<file path="src/rtl/lmsb_pkg.sv">
// Package for the LED matrix scan bit buffer.
// Holds command codes, state type, field widths and default sizes; no dependencies.
`timescale 1ns / 1ps
`default_nettype none

package lmsb_pkg;

    localparam int ROWS_DEF    = 16;
    localparam int COLUMNS_DEF = 16;

    localparam int CMD_W  = 3;
    localparam int ROW_W  = 4;
    localparam int COL_W  = 4;
    localparam int BYTE_W = 8;

    typedef enum logic [CMD_W-1:0] {
        CMD_CLEAR    = 3'd0,
        CMD_ALL_OFF  = 3'd1,
        CMD_SET_COL  = 3'd2,
        CMD_SET_ROW  = 3'd3,
        CMD_TRANSMIT = 3'd4
    } t_cmd;

    typedef enum logic [1:0] {
        ST_IDLE,
        ST_EXEC,
        ST_SEND
    } t_state;

endpackage

`default_nettype wire

</file>
<file path="src/rtl/led_matrix_scan_bit_buffer.sv">
// Top level of the LED matrix scan bit buffer: command FSM, row-word RAM and byte sender.
// Depends on lmsb_pkg and lmsb_ram.
//
//   Channel   Direction  Handshake                Beat contents
//   command   in         start high, busy low     i_command, i_row, i_column, i_on
//   result    out        o_strobe, one cycle      o_data_byte, o_last_byte, o_row_was_set
//
// Every command first reads the row word from the RAM, then executes.
// A transmit then sends one byte per cycle, BPR bytes per row.
// Clear and all-off act through per-row valid bits; an invalid row reads all ones.
// Reset leaves every row invalid and every flag clear; there is no clearing pass.
// Results cannot be stalled; busy stays high until the last byte has been shown.
`timescale 1ns / 1ps
`default_nettype none

module led_matrix_scan_bit_buffer #(
    parameter int ROWS    = lmsb_pkg::ROWS_DEF,
    parameter int COLUMNS = lmsb_pkg::COLUMNS_DEF
) (
    input  wire logic                          i_clk,
    input  wire logic                          i_rst_n,
    input  wire logic                          start,
    output logic                               busy,
    input  wire logic [lmsb_pkg::CMD_W-1:0]    i_command,
    input  wire logic [lmsb_pkg::ROW_W-1:0]    i_row,
    input  wire logic [lmsb_pkg::COL_W-1:0]    i_column,
    input  wire logic                          i_on,
    output logic                               o_strobe,
    output logic      [lmsb_pkg::BYTE_W-1:0]   o_data_byte,
    output logic                               o_last_byte,
    output logic                               o_row_was_set
);

    localparam int BPR = 1 + (ROWS + COLUMNS - 1) / 8;
    localparam int WW  = BPR * lmsb_pkg::BYTE_W;
    localparam int AW  = (ROWS > 1) ? $clog2(ROWS) : 1;
    localparam int XW  = (AW > lmsb_pkg::ROW_W) ? AW : lmsb_pkg::ROW_W;
    localparam int CW  = (BPR > 1) ? $clog2(BPR) : 1;

    lmsb_pkg::t_state r_state, n_state;

    logic [lmsb_pkg::CMD_W-1:0] r_cmd;
    logic [AW-1:0]              r_row;
    logic [lmsb_pkg::COL_W-1:0] r_col;
    logic                       r_on;
    logic                       r_row_ok;
    logic                       r_col_ok;
    logic [ROWS-1:0]            r_valid;
    logic [ROWS-1:0]            r_flags;
    logic [WW-1:0]              r_word;
    logic                       r_flag;
    logic [CW-1:0]              r_cnt;

    logic [XW-1:0] w_row_x;
    logic          w_accept;
    logic [WW-1:0] w_rdata;
    logic [WW-1:0] w_word;
    logic [WW-1:0] w_wdata;
    logic          w_we;
    logic          w_last;

    assign w_row_x  = XW'(i_row);
    assign w_accept = start && (r_state == lmsb_pkg::ST_IDLE);
    assign w_last   = (r_cnt == CW'(BPR - 1));

    lmsb_ram #(
        .WIDTH (WW),
        .DEPTH (ROWS)
    ) u_ram (
        .i_clk   (i_clk),
        .i_we    (w_we),
        .i_waddr (r_row),
        .i_wdata (w_wdata),
        .i_re    (w_accept),
        .i_raddr (w_row_x[AW-1:0]),
        .o_rdata (w_rdata)
    );

    // A row that has not been written since clear or all-off reads as all ones.
    assign w_word = r_valid[r_row] ? w_rdata : '1;

    // Word bit index WW-1-p holds word position p, which keeps byte 0 on top, MSB first.
    always_comb begin
        w_wdata = w_word;
        w_we    = 1'b0;
        if (r_state == lmsb_pkg::ST_EXEC) begin
            case (r_cmd)
                lmsb_pkg::CMD_SET_COL: begin
                    w_we = r_row_ok && r_col_ok;
                    for (int k = 0; k < COLUMNS; k++) begin
                        if (32'(r_col) == k) begin
                            w_wdata[WW-1-k] = !r_on;
                        end
                    end
                end
                lmsb_pkg::CMD_SET_ROW: begin
                    w_we = r_row_ok;
                    for (int i = 0; i < ROWS; i++) begin
                        w_wdata[WW-1-COLUMNS-i] = !(r_on && (r_row == AW'(ROWS - 1 - i)));
                    end
                end
                default: begin
                    w_we = 1'b0;
                end
            endcase
        end
    end

    always_comb begin
        n_state = r_state;
        case (r_state)
            lmsb_pkg::ST_IDLE: begin
                if (start) begin
                    n_state = lmsb_pkg::ST_EXEC;
                end
            end
            lmsb_pkg::ST_EXEC: begin
                if (r_cmd == lmsb_pkg::CMD_TRANSMIT && r_row_ok) begin
                    n_state = lmsb_pkg::ST_SEND;
                end else begin
                    n_state = lmsb_pkg::ST_IDLE;
                end
            end
            lmsb_pkg::ST_SEND: begin
                if (w_last) begin
                    n_state = lmsb_pkg::ST_IDLE;
                end
            end
            default: begin
                n_state = lmsb_pkg::ST_IDLE;
            end
        endcase
    end

    always_comb begin
        busy          = (r_state != lmsb_pkg::ST_IDLE);
        o_strobe      = (r_state == lmsb_pkg::ST_SEND);
        o_data_byte   = r_word[WW-1 -: lmsb_pkg::BYTE_W];
        o_last_byte   = w_last;
        o_row_was_set = r_flag;
    end

    always_ff @(posedge i_clk) begin
        if (!i_rst_n) begin
            r_state <= lmsb_pkg::ST_IDLE;
            r_valid <= '0;
            r_flags <= '0;
            r_cnt   <= '0;
        end else begin
            r_state <= n_state;
            if (r_state == lmsb_pkg::ST_EXEC) begin
                case (r_cmd)
                    lmsb_pkg::CMD_CLEAR: begin
                        r_valid <= '0;
                        r_flags <= '0;
                    end
                    lmsb_pkg::CMD_ALL_OFF: begin
                        r_valid <= '0;
                        r_flags <= '1;
                    end
                    lmsb_pkg::CMD_SET_COL: begin
                        if (w_we) begin
                            r_valid[r_row] <= 1'b1;
                        end
                    end
                    lmsb_pkg::CMD_SET_ROW: begin
                        if (r_row_ok) begin
                            r_valid[r_row] <= 1'b1;
                            r_flags[r_row] <= 1'b1;
                        end
                    end
                    default: begin
                    end
                endcase
                r_cnt <= '0;
            end else if (r_state == lmsb_pkg::ST_SEND) begin
                r_cnt <= r_cnt + CW'(1);
            end
        end
    end

    always_ff @(posedge i_clk) begin
        if (w_accept) begin
            r_cmd    <= i_command;
            r_row    <= w_row_x[AW-1:0];
            r_col    <= i_column;
            r_on     <= i_on;
            r_row_ok <= (32'(i_row) < ROWS);
            r_col_ok <= (32'(i_column) < COLUMNS);
        end
        if (r_state == lmsb_pkg::ST_EXEC) begin
            r_word <= w_word;
            r_flag <= r_flags[r_row];
        end else if (r_state == lmsb_pkg::ST_SEND) begin
            r_word <= r_word << lmsb_pkg::BYTE_W;
        end
    end

    a_busy_after_accept: assert property (@(posedge i_clk) disable iff (!i_rst_n)
        (start && !busy) |=> busy)
        else $error("busy did not rise after an accepted command");

    a_idle_after_last: assert property (@(posedge i_clk) disable iff (!i_rst_n)
        (o_strobe && o_last_byte) |=> !busy)
        else $error("block still busy after the last byte of a row");

    a_flag_steady: assert property (@(posedge i_clk) disable iff (!i_rst_n)
        (o_strobe && !o_last_byte) |=> (o_strobe && $stable(o_row_was_set)))
        else $error("row transfer broke off or its flag changed");

    a_write_in_exec: assert property (@(posedge i_clk) disable iff (!i_rst_n)
        w_we |-> (r_state == lmsb_pkg::ST_EXEC))
        else $error("RAM written outside the execute cycle");

    a_clear_done: assert property (@(posedge i_clk) disable iff (!i_rst_n)
        (r_state == lmsb_pkg::ST_EXEC && r_cmd == lmsb_pkg::CMD_CLEAR)
            |=> (r_valid == '0 && r_flags == '0))
        else $error("clear left a row valid or a flag set");

endmodule

`default_nettype wire

</file>
<file path="src/rtl/lmsb_ram.sv">
// Generic single-port-write, single-port-read RAM with a registered read.
// Standalone; no package dependencies.
`timescale 1ns / 1ps
`default_nettype none

module lmsb_ram #(
    parameter int WIDTH = 32,
    parameter int DEPTH = 16
) (
    input  wire logic                                  i_clk,
    input  wire logic                                  i_we,
    input  wire logic [(DEPTH > 1 ? $clog2(DEPTH) : 1)-1:0] i_waddr,
    input  wire logic [WIDTH-1:0]                      i_wdata,
    input  wire logic                                  i_re,
    input  wire logic [(DEPTH > 1 ? $clog2(DEPTH) : 1)-1:0] i_raddr,
    output logic      [WIDTH-1:0]                      o_rdata
);

    logic [WIDTH-1:0] r_mem [DEPTH];

    always_ff @(posedge i_clk) begin
        if (i_we) begin
            r_mem[i_waddr] <= i_wdata;
        end
        if (i_re) begin
            o_rdata <= r_mem[i_raddr];
        end
    end

endmodule

`default_nettype wire

</file>
<file path="config.mk">
export PLATFORM = sky130hd
export DESIGN_NAME = led_matrix_scan_bit_buffer
export DESIGN_NICKNAME = d
export VERILOG_FILES = /design/src/rtl/lmsb_pkg.sv /design/src/rtl/led_matrix_scan_bit_buffer.sv /design/src/rtl/lmsb_ram.sv
export SDC_FILE = /design/constraint.sdc
export NUM_CORES = 1
export LEC_CHECK = 0
export BUFFER_PORTS_ARGS = -buffer_cell sky130_fd_sc_hd__buf_2
export CORE_AREA = 2 2 358 254
export DETAILED_ROUTE_END_ITERATION = 7
export DIE_AREA = 0 0 360 256
export HOLD_SLACK_MARGIN = 0.1
export PLACE_DENSITY = 0.48
export SLEW_MARGIN = 20
export SYNTH_ARGS = -nofsm -noshare
export SYNTH_HDL_FRONTEND = slang
export SYNTH_SLANG_ARGS = --single-unit
</file>
<file path="constraint.sdc">
create_clock -name i_clk -period 2.6 [get_ports i_clk]
set_input_delay 0.52 -clock i_clk [delete_from_list [all_inputs] [get_ports i_clk]]
set_output_delay 0.52 -clock i_clk [all_outputs]
set_load 0.005 [all_outputs]
</file>
Word level (Yosys, flattened, before mapping):

Memories as Yosys holds them, arrays and structs flattened. A register that Yosys moved wholly into a read port is not among the register bits.
Cells that the tools add are included.
Widths: inputs -> output; s select.

* memories: 1
* bits in writable memories: 512
* output and inout bits: 12
* bits in latches: 0
* memory bits (read-only): 0
* word-level logic and storage cells: 145
* bits in registers: 81
* input port bits: 15

* mux-type cells: 39
* multipliers: 0
* equality and inequality tests: 40
* divide/modulo/power cells: 0
* $lt $le $gt $ge: 2
* add/sub/neg operators: 1
* bitwise logic cells: 3
* reduce and logical (&&, ||, !) cells: 49
* shifts and indexed selects: 0

Memories
* u_ram.r_mem: depth 16, width 32, rd ports 1, clocked after memory_dff 1, write ports 1, RTL line lmsb_ram.sv:19 `logic [WIDTH-1:0] r_mem [DEPTH];`

Operators with widths (number)
* $mux 32: 4
* $pmux 16 s3: 2
* $eq 4x4->1 const B: 16
* $mux 16: 3
* $eq 4x3->1 const B: 8
* $or 16x16->16: 2
* $mux 1: 23
* $logic_and 1x1->1: 18
* $logic_not 1->1: 17
* $eq 4x2->1 const B: 4
* $bmux 1 s4: 2
* $eq 4x1->1 const B: 2
* $logic_not 4->1: 2
* $eq 3x2->1 const B: 2
* $mux 2: 3
* $pmux 2 s3: 1
* $reduce_bool 3->1: 2
* $reduce_or 2->1: 3
* $lt 4x5->1 const B: 1
* $demux 1 s4: 1
* $eq 2x2->1 const B: 2
* $ge 4x1->1 const B: 1
* $ne 2x1->1 const B: 2
* $reduce_and 2->1: 2
* 10 further kinds: 11

Depth between registers and ports, before layout:

Gate-level depths: netlist of the first run.

* depth in word-level cells: 7
* mapped depth: 9
* mapped depth without buffers: 6

Modules after synthesis:

From an unflattened synthesis of the first run, not the netlist that was laid out.

* cell total of the unflattened synthesis: 1284
* area, all modules: 24497.2 um^2

By module, submodules not included
* lmsb_ram: times used 1, seq. area each 16335.7 um^2, area an instance 20155.6 um^2, cells an instance 838
* led_matrix_scan_bit_buffer: times used 1, seq. area each 2072.0 um^2, area an instance 4341.7 um^2, cells an instance 446

Worst setup path before layout of the first run:

Ideal clock, no wire load.

* path kind: flip-flop to flip-flop
* from: reg r_state[1]
* to: mem u_ram.r_mem[0][0] (enable)
* cell stages (with the launch flop): 7
* path slack: -0.111 ns
* required time: 2.208 ns
* arrival time: 2.319 ns
* library setup time: 0.392 ns
* clock period less this slack: 2.711 ns
* path buffers: 1
* cells stage by stage: dfxtp_1 -> inv_1 -> ha_1 -> buf_2 -> or4b_1 -> nor3_1 -> and2_1

* longest elaborated chain between the ends: 4

Ends and longest elaborated chain
* start, declared: RTL line led_matrix_scan_bit_buffer.sv:40 `lmsb_pkg::t_state r_state, n_state;`
* start signal, assigned: RTL line led_matrix_scan_bit_buffer.sv:145 `r_state <= lmsb_pkg::ST_IDLE;`
* start signal, assigned: RTL line led_matrix_scan_bit_buffer.sv:150 `r_state <= n_state;`
* $eq 2x1->1: RTL line led_matrix_scan_bit_buffer.sv:86 `if (r_state == lmsb_pkg::ST_EXEC) begin`
* $mux 1: RTL line led_matrix_scan_bit_buffer.sv:86
* $mux 1: RTL line lmsb_ram.sv:22 `if (i_we) begin`
* $mux 1 (not written as such): RTL line lmsb_ram.sv:23 `r_mem[i_waddr] <= i_wdata;`
* end, declared: RTL line lmsb_ram.sv:19

Every way passes these cells.

Final worst setup path of the first run:

* from: reg r_state[1]
* to: mem u_ram.r_mem[13][20] (data pin)

* longest elaborated chain between the ends: 2

Ends and longest elaborated chain
* $eq 2x1->1: RTL line led_matrix_scan_bit_buffer.sv:86
* $mux 32: RTL line led_matrix_scan_bit_buffer.sv:86
* via u_ram.i_wdata[20]: RTL line lmsb_ram.sv:13 `input wire logic [WIDTH-1:0] i_wdata,`

The timed path passes the listed nets, and every way through them passes these cells.

==> summary.txt, run 1 <==
Outcome
  • Run status: finished, final reports clean

STA
  • Max-slew violation count: 0
  • Final Hold Vio Count: 0
  • Worst-Margin Slew: 1030 ps
  • Hold slack: 149 ps
  • Clock skew: 21.8 ps
  • Setup Viol. Count Final: 0
  • Setup TNS: 0 ps
  • Tmin final: 2470 ps
  • Slew margin rel.: 0.309
  • RSZ-0062 raised after global routing: no
  • Tcrit/Tclk final: 0.951
  • Max Clock Freq: 404 MHz

Clock tree
  • Clock slew at reported path FFs: 60 ps
  • CTS tree: done
  • Longest Clk Path Bufs: 3
  • Clk sink count: 625
  • Root Buffer: clkbuf_16
  • H-Tree Depth: 3
  • Num CTS Buffers: 66
  • Postcts setup bufs: 0
  • Worst skew pair latency: 610 ps

Die
  • IO Count: 27
  • Core Area: 89000 sq um
  • Initial Util: 0.277
  • Die width: 360 um
  • DIE HEIGHT: 256 um
  • Rows: 92
  • Total die area: 92200 sq um

Power
  • Pleak: 0.00927 uW
  • Pwr dens: 742 nW/um^2
  • Power Total: 21800 uW
  • Worst-case vdd ir drop: 0.449 mV

Placed design
  • HPWL Detailed: 34.0 mm
  • Routability Congestion: 0.810
  • IO Port Bufs: 26

Drt
  • Detail Route Antenna Nets: 0
  • Wirelength per Cell: 24.1 um
  • Iteration-0 DRC Markers: 1264
  • Drt drc: 0
  • DR vias/cell: 4.81
  • Aggregate routed wire length: 62.4 mm
  • Vias post-DR: 12500
  • Drt pass-1 iters: 5

Critical path
  • Worst setup SP type: flip-flop
  • Crit-path max FO: 16
  • Worst Path Required: 2930 ps
  • Kind of critical path: flip-flop to flip-flop
  • CP arrival: 2800 ps
  • Endpoint type of the worst setup path: flip-flop

Logic synthesis
  • Largest family of logic cells by synthesized area: multiplexers
  • Syn Nets: 1252
  • Compound-Gate Fraction of Synth Area: 0.0341
  • XOR/XNOR share of the synthesized area: 0.000355
  • Top FF cell, synth: edfxtp_1
  • Post-synthesis mux area share: 0.155
  • Post-synthesis sequential area ratio: 0.747
  • Adder-cell area share of the yosys netlist: 0.00203
  • Post-synth top area share: 0.718
  • Dominant cells by area after synthesis: edfxtp_1 (72%), mux4_2 (15%), dfxtp_1 (2.9%)
  • Post-synthesis simple-gate area fraction: 0.0385
  • Syn_area_per_cell: 20.0 sq um
  • Synth warn: 0
  • Synthesized flop and latch total: 625
  • Most common cell in the netlist: edfxtp_1
  • Post-synth ARST share: 0
  • Netlist Area Pre-Place: 24600 sq um
  • Top cells by instance count after synthesis: edfxtp_1 (589), mux4_2 (165), nor2_1 (55), a21oi_1 (41), inv_1 (38)
  • EDFF count, synth: 589
  • Largest area contributor in the netlist: edfxtp_1
  • Syn Inst Count: 1233
  • Post-synthesis cell type count: 45

GRT
  • Largest net degree at the start of global routing: 57
  • GRT Total Usage: 0.135
  • First-pass GRT wire length: 91.3 mm
  • GR Overflow Total: 0
  • Vias in the first global route: 12900
  • Initial antenna violation count: 0

Final layout
  • Fin nets: 1388
  • Layout cells sized above 1: 0.314
  • Layout overhead on the synthesized area: 19.2%
  • Core Util, Final: 0.330
  • Fill count: 8441
  • Antenna Cells: 0

Job
  • Max Cap Viol: 0

Worst hold path
  • Min-delay worst type: primary input to flip-flop
[stage by stage]
stage	worst slack (ps)	instance area, sq um	instances
2_1_floorplan	28.5	24700	1233
3_5_place_dp	-261	27200	2469
6_report	127	29400	2594
5_1_grt	87.3	29400	2594
4_1_cts	1.51	29300	2594
3_3_place_gp	-103	27200	2469
[cell usage in the layout, fill, tap and decap left out, types with 5 or more instances in the layout]
cell and count:
a32oi_1 5, clkbuf_1 14, nor3_1 16, o21ai_0 16, nor4_1 32, a21oi_1 37
a21boi_0 8, mux4_2 165, and2_2 17, buf_2 24, dlygate4sd3_1 7, inv_1 38
dfxtp_1 36, buf_12 34, a31oi_1 25, clkinv_2 10, nor2_1 55, clkbuf_16 66
edfxtp_1 589, mux2_2 7, o21a_1 16, clkinv_1 12, buf_4 81, and3_1 10
clkinvlp_4 6, nor3_4 5, nand2_1 21, nand2b_1 10
[timing repair]
action / in CTS / in global routing
endpoints found under the hold margin: 7 / 0
hold buffers: 7 / 0
gates resized for setup: 2 / 8
endpoints found under the setup margin: 32 / 128
[logic make-up (layout without fill, tap and decap cells)]
family,count (synthesis),count (layout)
flops,625,625
simple gates,183,183
mux,174,174
compound gates,127,127
buf+inv,119,305
fa+ha+maj,4,4
xor+xnor,1,1
[registers in the layout, summed over array words and instances, names as in the netlist, 3 cells and up]
signal         cells
r_col              4
r_word            32
u_ram.o_rdata     32
u_ram.r_mem      512
r_flags           16
r_row              4
r_valid           16
r_cmd              3
[worst max-delay path, cell delays in order (launching register included)]
cell	delay (ps)
dfxtp_1	310
inv_1	80
ha_2	180
nand4bb_1	250
buf_4	250
nor3_1	330
buf_4	220
buf_4	160
and3_1	170
a21oi_1	50
buf_4	210
[power breakdown]
group          switching, uW  internal (uW)
clock network           3910           5110
logic                    815            553
registers               94.8          11300
[worst paths after layout]
kind	from	to	slack (ps)	cells after the start
setup / recovery	r_state[1]$_SDFFE_PN0P_	u_ram.r_mem[13][20]$_DFFE_PP_	130	10
hold / removal	i_column[1]	r_col[1]$_DFFE_PP_	150	1
setup reg to reg	r_state[1]$_SDFFE_PN0P_	u_ram.r_mem[13][20]$_DFFE_PP_	130	10
hold reg to reg	r_flags[1]$_SDFFE_PN0P_	r_flags[1]$_SDFFE_PN0P_	460	2
[cell type report]
class | count | area [sq um] | area share
Sequential cell | 625 | 18400 | 0.627
Multi-Input combinational cell | 489 | 5800 | 0.198
Clock buffer | 80 | 1700 | 0.0580
Timing Repair Buffer | 148 | 1500 | 0.0512
Tap cell | 1175 | 1470 | 0.0501
Clock inverter | 38 | 337 | 0.0115
Inverter | 39 | 146 | 0.00498
[layer usage]
metal / wire length, um / up-vias / GRT usage
li1: - / 5349 / -
met1: 30300 / 6677 / 0.199
met2: 27900 / 357 / 0.204
met3: 3220 / 82 / 0.0276
met4: 1040 / 0 / 0.0338
met5: 0 / - / 0
Power figures use the tool's default switching activity.
==> run 2, diff against run 1 <==
- PLACE_DENSITY: 0.48 -> 0.47
- clock period: 2.6 -> 3.1 ns (I/O delays scaled with it)
==> summary.txt, run 2 (synthesis results as in run 1) <==
Final layout
  • Reg with most FFs: u_ram.r_mem (unchanged)
  • Antenna Cells: 0 (unchanged)
  • Most common cell after layout, fill and taps aside: edfxtp_1 (unchanged)
  • Fin nets: 1370 (was 1388)
  • Commonest non-fill, non-tap cells in the layout: edfxtp_1 (589), mux4_2 (165), buf_4 (78) (was edfxtp_1 (589), mux4_2 (165), buf_4 (81))
  • Largest register FFs: 512 (unchanged)
  • Largest registers: u_ram.r_mem (512), r_word (32), u_ram.o_rdata (32) (unchanged)
  • Layout overhead on the synthesized area: 17.6% (was 19.2%)
  • Core Util, Final: 0.326 (was 0.330)
  • Layout cells sized above 1: 0.299 (was 0.314)

Critical path
  • Largest stage delay, worst path: 790 ps (was 330 ps)
  • Worst Path Buf+Inv: 2 (was 5)
  • CP arrival: 3190 ps (was 2800 ps)
  • Endpoint type of the worst setup path: flip-flop (unchanged)
  • Worst Path Required: 3380 ps (was 2930 ps)
  • CP delay by family, top: compound AO/OA/AOI/OAI gates (was buffers and inverters)
  • Worst setup SP type: flip-flop (unchanged)
  • Slowest CP cell: a21oi_1 (was nor3_1)
  • Crit-path max FO: 16 (unchanged)
  • CP Cell Sequence: buf_4, mux2_2, o22ai_4, o22ai_4, buf_4, a21oi_1 (was inv_1, ha_2, nand4bb_1, buf_4, nor3_1, buf_4, buf_4, and3_1, a21oi_1, buf_4)
  • Kind of critical path: flip-flop to flip-flop (unchanged)

GRT
  • First-pass GRT wire length: 91.9 mm (was 91.3 mm)
  • GRT Total Usage: 0.138 (was 0.135)
  • Initial antenna violation count: 0 (unchanged)
  • Vias in the first global route: 12800 (was 12900)
  • GR Overflow Total: 0 (unchanged)
  • Largest net degree at the start of global routing: 58 (was 57)

Clock tree
  • Clk sink count: 625 (unchanged)
  • Num CTS Buffers: 61 (was 66)
  • CTS tree: done (unchanged)
  • H-Tree Depth: 2 (was 3)
  • Cts repair resizes: 0 (was 2)
  • Longest Clk Path Bufs: 3 (unchanged)
  • Postcts setup bufs: 0 (unchanged)
  • Worst skew pair latency: 640 ps (was 610 ps)
  • Clock slew at reported path FFs: 60 ps (about the same)
  • Root Buffer: clkbuf_16 (unchanged)
  • Hold-fix buffers, CTS: 0 (was 7)

Die
  • Die width: 360 um (unchanged)
  • Total die area: 92200 sq um (unchanged)
  • Core Area: 89000 sq um (unchanged)
  • Rows: 92 (unchanged)
  • DIE HEIGHT: 256 um (unchanged)
  • Initial Util: 0.277 (unchanged)
  • IO Count: 27 (unchanged)

STA
  • RSZ-0062 raised after global routing: no (unchanged)
  • Clock skew: 17.5 ps (was 21.8 ps)
  • Max Clock Freq: 344 MHz (was 404 MHz)
  • Tcrit/Tclk final: 0.939 (was 0.951)
  • Tmin final: 2910 ps (was 2470 ps)
  • Final Hold Vio Count: 0 (unchanged)
  • Setup Viol. Count Final: 0 (unchanged)
  • Setup TNS: 0 ps (unchanged)
  • Max-slew violation count: 0 (unchanged)
  • Worst-Margin Slew: 1050 ps (was 1030 ps)
  • Slew margin rel.: 0.303 (was 0.309)

Drt
  • Detail Route Antenna Nets: 0 (unchanged)
  • DR vias/cell: 4.84 (was 4.81)
  • Iteration-0 DRC Markers: 1298 (was 1264)
  • Aggregate routed wire length: 63.9 mm (was 62.4 mm)
  • Vias post-DR: 12500 (about the same)
  • Drt pass-1 iters: 5 (unchanged)
  • Drt drc: 0 (unchanged)
  • Wirelength per Cell: 24.8 um (was 24.1 um)

Placed design
  • Routability Congestion: 0.805 (was 0.810)
  • HPWL Detailed: 36.4 mm (was 34.0 mm)
  • IO Port Bufs: 26 (unchanged)

Power
  • Power Total: 18000 uW (was 21800 uW)
  • Pwr dens: 622 nW/um^2 (was 742 nW/um^2)
  • Worst-case vdd ir drop: 0.462 mV (was 0.449 mV)
  • Pleak: 0.00913 uW (was 0.00927 uW)

Outcome
  • Run status: finished, final reports clean (unchanged)

Worst hold path
  • Min-delay worst type: primary input to flip-flop (unchanged)

Job
  • Max Cap Viol: 0 (unchanged)
run 2: worst paths after layout:
check / startpoint / end / slack, ps / depth (start not counted)
setup / recovery: r_row[0]$_DFFE_PP_ / u_ram.r_mem[15][23]$_DFFE_PP_ / 190 / 6
hold / removal: i_column[1] / r_col[1]$_DFFE_PP_ / 160 / 1
setup reg to reg: r_row[0]$_DFFE_PP_ / u_ram.r_mem[15][23]$_DFFE_PP_ / 190 / 6
hold reg to reg: r_flags[9]$_SDFFE_PN0P_ / r_flags[9]$_SDFFE_PN0P_ / 460 / 2
run 2: where the power goes:
group          switching, uW  internal (uW)
Sequential              79.6           9470
Clock                   3170           4170
Combinational            681            441
run 2: area by class of cell:
class	count	area [sq um]
sequential	625	18400
multi-input combinational	489	5700
clock buffer	76	1610
clock inverter	36	340
timing repair buffer	135	1290
tap	1175	1470
fill	8470	60000
inverter	39	146
run 2: metal layers:
layer / global-route usage / vias to the layer above / routed length, um
li1: - / 5307 / -
met1: 0.206 / 6729 / 31000
met4: 0.0337 / 0 / 1350
met5: 0 / - / 0
met3: 0.0235 / 90 / 3120
met2: 0.207 / 341 / 28500
run 2: metrics by stage:
stage | std cells | setup slack [ps] | hold WS (ps) | cell area, sq um
6_report | 2575 | 190 | 157 | 29000
5_1_grt | 2575 | 72.9 | 129 | 29000
4_1_cts | 2570 | 228 | 114 | 28900
3_5_place_dp | 2458 | 244 | 449 | 27000
3_3_place_gp | 2458 | 347 | 440 | 27000
2_1_floorplan | 1233 | 389 | 433 | 24600
==> run 3, diff against run 2 <==
- CTS_BUF_LIST: unset -> sky130_fd_sc_hd__clkbuf_4 sky130_fd_sc_hd__clkbuf_8
- clock period: 3.1 -> 3.75 ns (I/O delays scaled with it)
==> summary.txt, run 3 (synthesis results as in run 1) <==
Critical path
  • Largest stage delay, worst path: 590 ps (was 790 ps)
  • CP arrival: 3470 ps (was 3190 ps)
  • Worst Path Required: 4140 ps (was 3380 ps)
  • Worst setup SP type: flip-flop (unchanged)
  • Worst Path Buf+Inv: 3 (was 2)
  • Crit-path max FO: 64 (was 16)
  • Endpoint type of the worst setup path: flip-flop (unchanged)
  • CP Cell Sequence: inv_1, ha_2, buf_4, or4b_1, nor2_1, and2_2, buf_12 (was buf_4, mux2_2, o22ai_4, o22ai_4, buf_4, a21oi_1)
  • Kind of critical path: flip-flop to flip-flop (unchanged)
  • Reg2reg setup slack: 670 ps (was 190 ps)
  • CP delay by family, top: simple AND/OR/NAND/NOR gates (was compound AO/OA/AOI/OAI gates)
  • Slowest CP cell: or4b_1 (was a21oi_1)

STA
  • Clock skew: 37.3 ps (was 17.5 ps)
  • Setup Viol. Count Final: 0 (unchanged)
  • RSZ-0062 raised after global routing: no (unchanged)
  • Tmin final: 3080 ps (was 2910 ps)
  • Final Hold Vio Count: 0 (unchanged)
  • Max Clock Freq: 325 MHz (was 344 MHz)
  • Max-slew violation count: 0 (unchanged)
  • Slew margin rel.: 0.266 (was 0.303)
  • Tcrit/Tclk final: 0.822 (was 0.939)
  • Setup TNS: 0 ps (unchanged)
  • Worst-Margin Slew: 1100 ps (was 1050 ps)

Placed design
  • Dpl cell area: 26700 sq um (was 27000 sq um)
  • Routability Congestion: 0.814 (was 0.805)
  • IO Port Bufs: 26 (unchanged)
  • HPWL Detailed: 36.0 mm (was 36.4 mm)

Drt
  • Wirelength per Cell: 24.3 um (was 24.8 um)
  • Vias post-DR: 12600 (was 12500)
  • DR vias/cell: 4.83 (was 4.84)
  • Aggregate routed wire length: 63.4 mm (was 63.9 mm)
  • Iteration-0 DRC Markers: 1217 (was 1298)
  • Drt drc: 0 (unchanged)
  • Detail Route Antenna Nets: 0 (unchanged)
  • Drt pass-1 iters: 5 (unchanged)

Clock tree
  • Num CTS Buffers: 98 (was 61)
  • H-Tree Depth: 3 (was 2)
  • Clock slew at reported path FFs: 60 ps (about the same)
  • CTS tree: done (unchanged)
  • Hold-fix buffers, CTS: 0 (unchanged)
  • Longest Clk Path Bufs: 3 (unchanged)
  • Worst skew pair latency: 710 ps (was 640 ps)
  • Cts repair resizes: 0 (unchanged)
  • Clk sink count: 625 (unchanged)
  • Postcts setup bufs: 0 (unchanged)
  • Root Buffer: clkbuf_8 (was clkbuf_16)

Final layout
  • Reg with most FFs: u_ram.r_mem (unchanged)
  • Finished Cell Area: 28700 sq um (was 29000 sq um)
  • Layout overhead on the synthesized area: 16.7% (was 17.6%)
  • Commonest non-fill, non-tap cells in the layout: edfxtp_1 (589), mux4_2 (165), clkbuf_8 (101) (was edfxtp_1 (589), mux4_2 (165), buf_4 (78))
  • Most common cell after layout, fill and taps aside: edfxtp_1 (unchanged)
  • Antenna Cells: 0 (unchanged)
  • Largest registers: u_ram.r_mem (512), r_word (32), u_ram.o_rdata (32) (unchanged)
  • Largest register FFs: 512 (unchanged)
  • Fin nets: 1374 (was 1370)
  • Core Util, Final: 0.323 (was 0.326)
  • Layout cells sized above 1: 0.319 (was 0.299)

Die
  • Initial Util: 0.277 (unchanged)
  • DIE HEIGHT: 256 um (unchanged)
  • Core Area: 89000 sq um (unchanged)
  • Die width: 360 um (unchanged)
  • Total die area: 92200 sq um (unchanged)
  • Rows: 92 (unchanged)
  • IO Count: 27 (unchanged)

Job
  • Max Cap Viol: 0 (unchanged)

GRT
  • Vias in the first global route: 13000 (was 12800)
  • First-pass GRT wire length: 92.1 mm (was 91.9 mm)
  • GR Overflow Total: 0 (unchanged)
  • GRT Total Usage: 0.138 (about the same)
  • Largest net degree at the start of global routing: 65 (was 58)
  • Initial antenna violation count: 0 (unchanged)

Worst hold path
  • Min-delay worst type: primary input to flip-flop (unchanged)

Power
  • Worst-case vdd ir drop: 0.234 mV (was 0.462 mV)
  • Pleak: 0.00903 uW (was 0.00913 uW)
  • Pwr dens: 515 nW/um^2 (was 622 nW/um^2)

Outcome
  • Run status: finished, final reports clean (unchanged)
## run 3: cell types whose count changed in the layout (fill, tap and decap cells not counted), sizes merged
cell,change
inv,+2
clkinvlp,+5
clkinv,+17
bufinv,+2
buf,-31
clkbuf,+42
## run 3: routing by layer
layer | vias to the layer above | GRT usage | share of wire
met2 | 388 | 0.200 | 0.44
met3 | 98 | 0.0291 | 0.057
met4 | 0 | 0.0370 | 0.022
li1 | 5326 | - | -
met1 | 6804 | 0.207 | 0.48
met5 | - | 0 | 0
## run 3: report_power, final
part	total (uW)	internal [uW]	switching (uW)
clock network	6010	3260	2750
registers	7910	7830	77.0
logic	887	333	554
total	14800	11400	3380
## run 3: layout make-up
| cell class | count | area (sq um) |
|---|---|---|
| Tap cell | 1175 | 1470 |
| Timing Repair Buffer | 102 | 976 |
| Inverter | 39 | 146 |
| Clock buffer | 120 | 1530 |
| Multi-Input combinational cell | 489 | 5720 |
| Sequential cell | 625 | 18400 |
| Fill cell | 8473 | 60200 |
| Clock inverter | 62 | 502 |
## run 3: path summary, 6_finish.rpt
check,from,endpoint,depth (start not counted)
worst max register to register,r_state[1]$_SDFFE_PN0P_,u_ram.r_mem[8][1]$_DFFE_PP_,7
worst min register to register,r_flags[14]$_SDFFE_PN0P_,r_flags[14]$_SDFFE_PN0P_,2
worst min-delay path,i_on,r_on$_DFFE_PP_,1
worst max-delay path,r_state[1]$_SDFFE_PN0P_,u_ram.r_mem[8][1]$_DFFE_PP_,7
## run 3: stage by stage
| stage | setup WS (ps) | hold slack, ps | total power (uW) | cells |
|---|---|---|---|---|
| detailed placement | 644 | 448 | 8950 | 2427 |
| global route | 524 | 180 | 15400 | 2612 |
| CTS | 609 | 179 | 15000 | 2609 |
| global placement | 705 | 445 | 8930 | 2427 |
| finish | 669 | 233 | 14800 | 2612 |
| floorplan | 1040 | 433 | 8600 | 1233 |
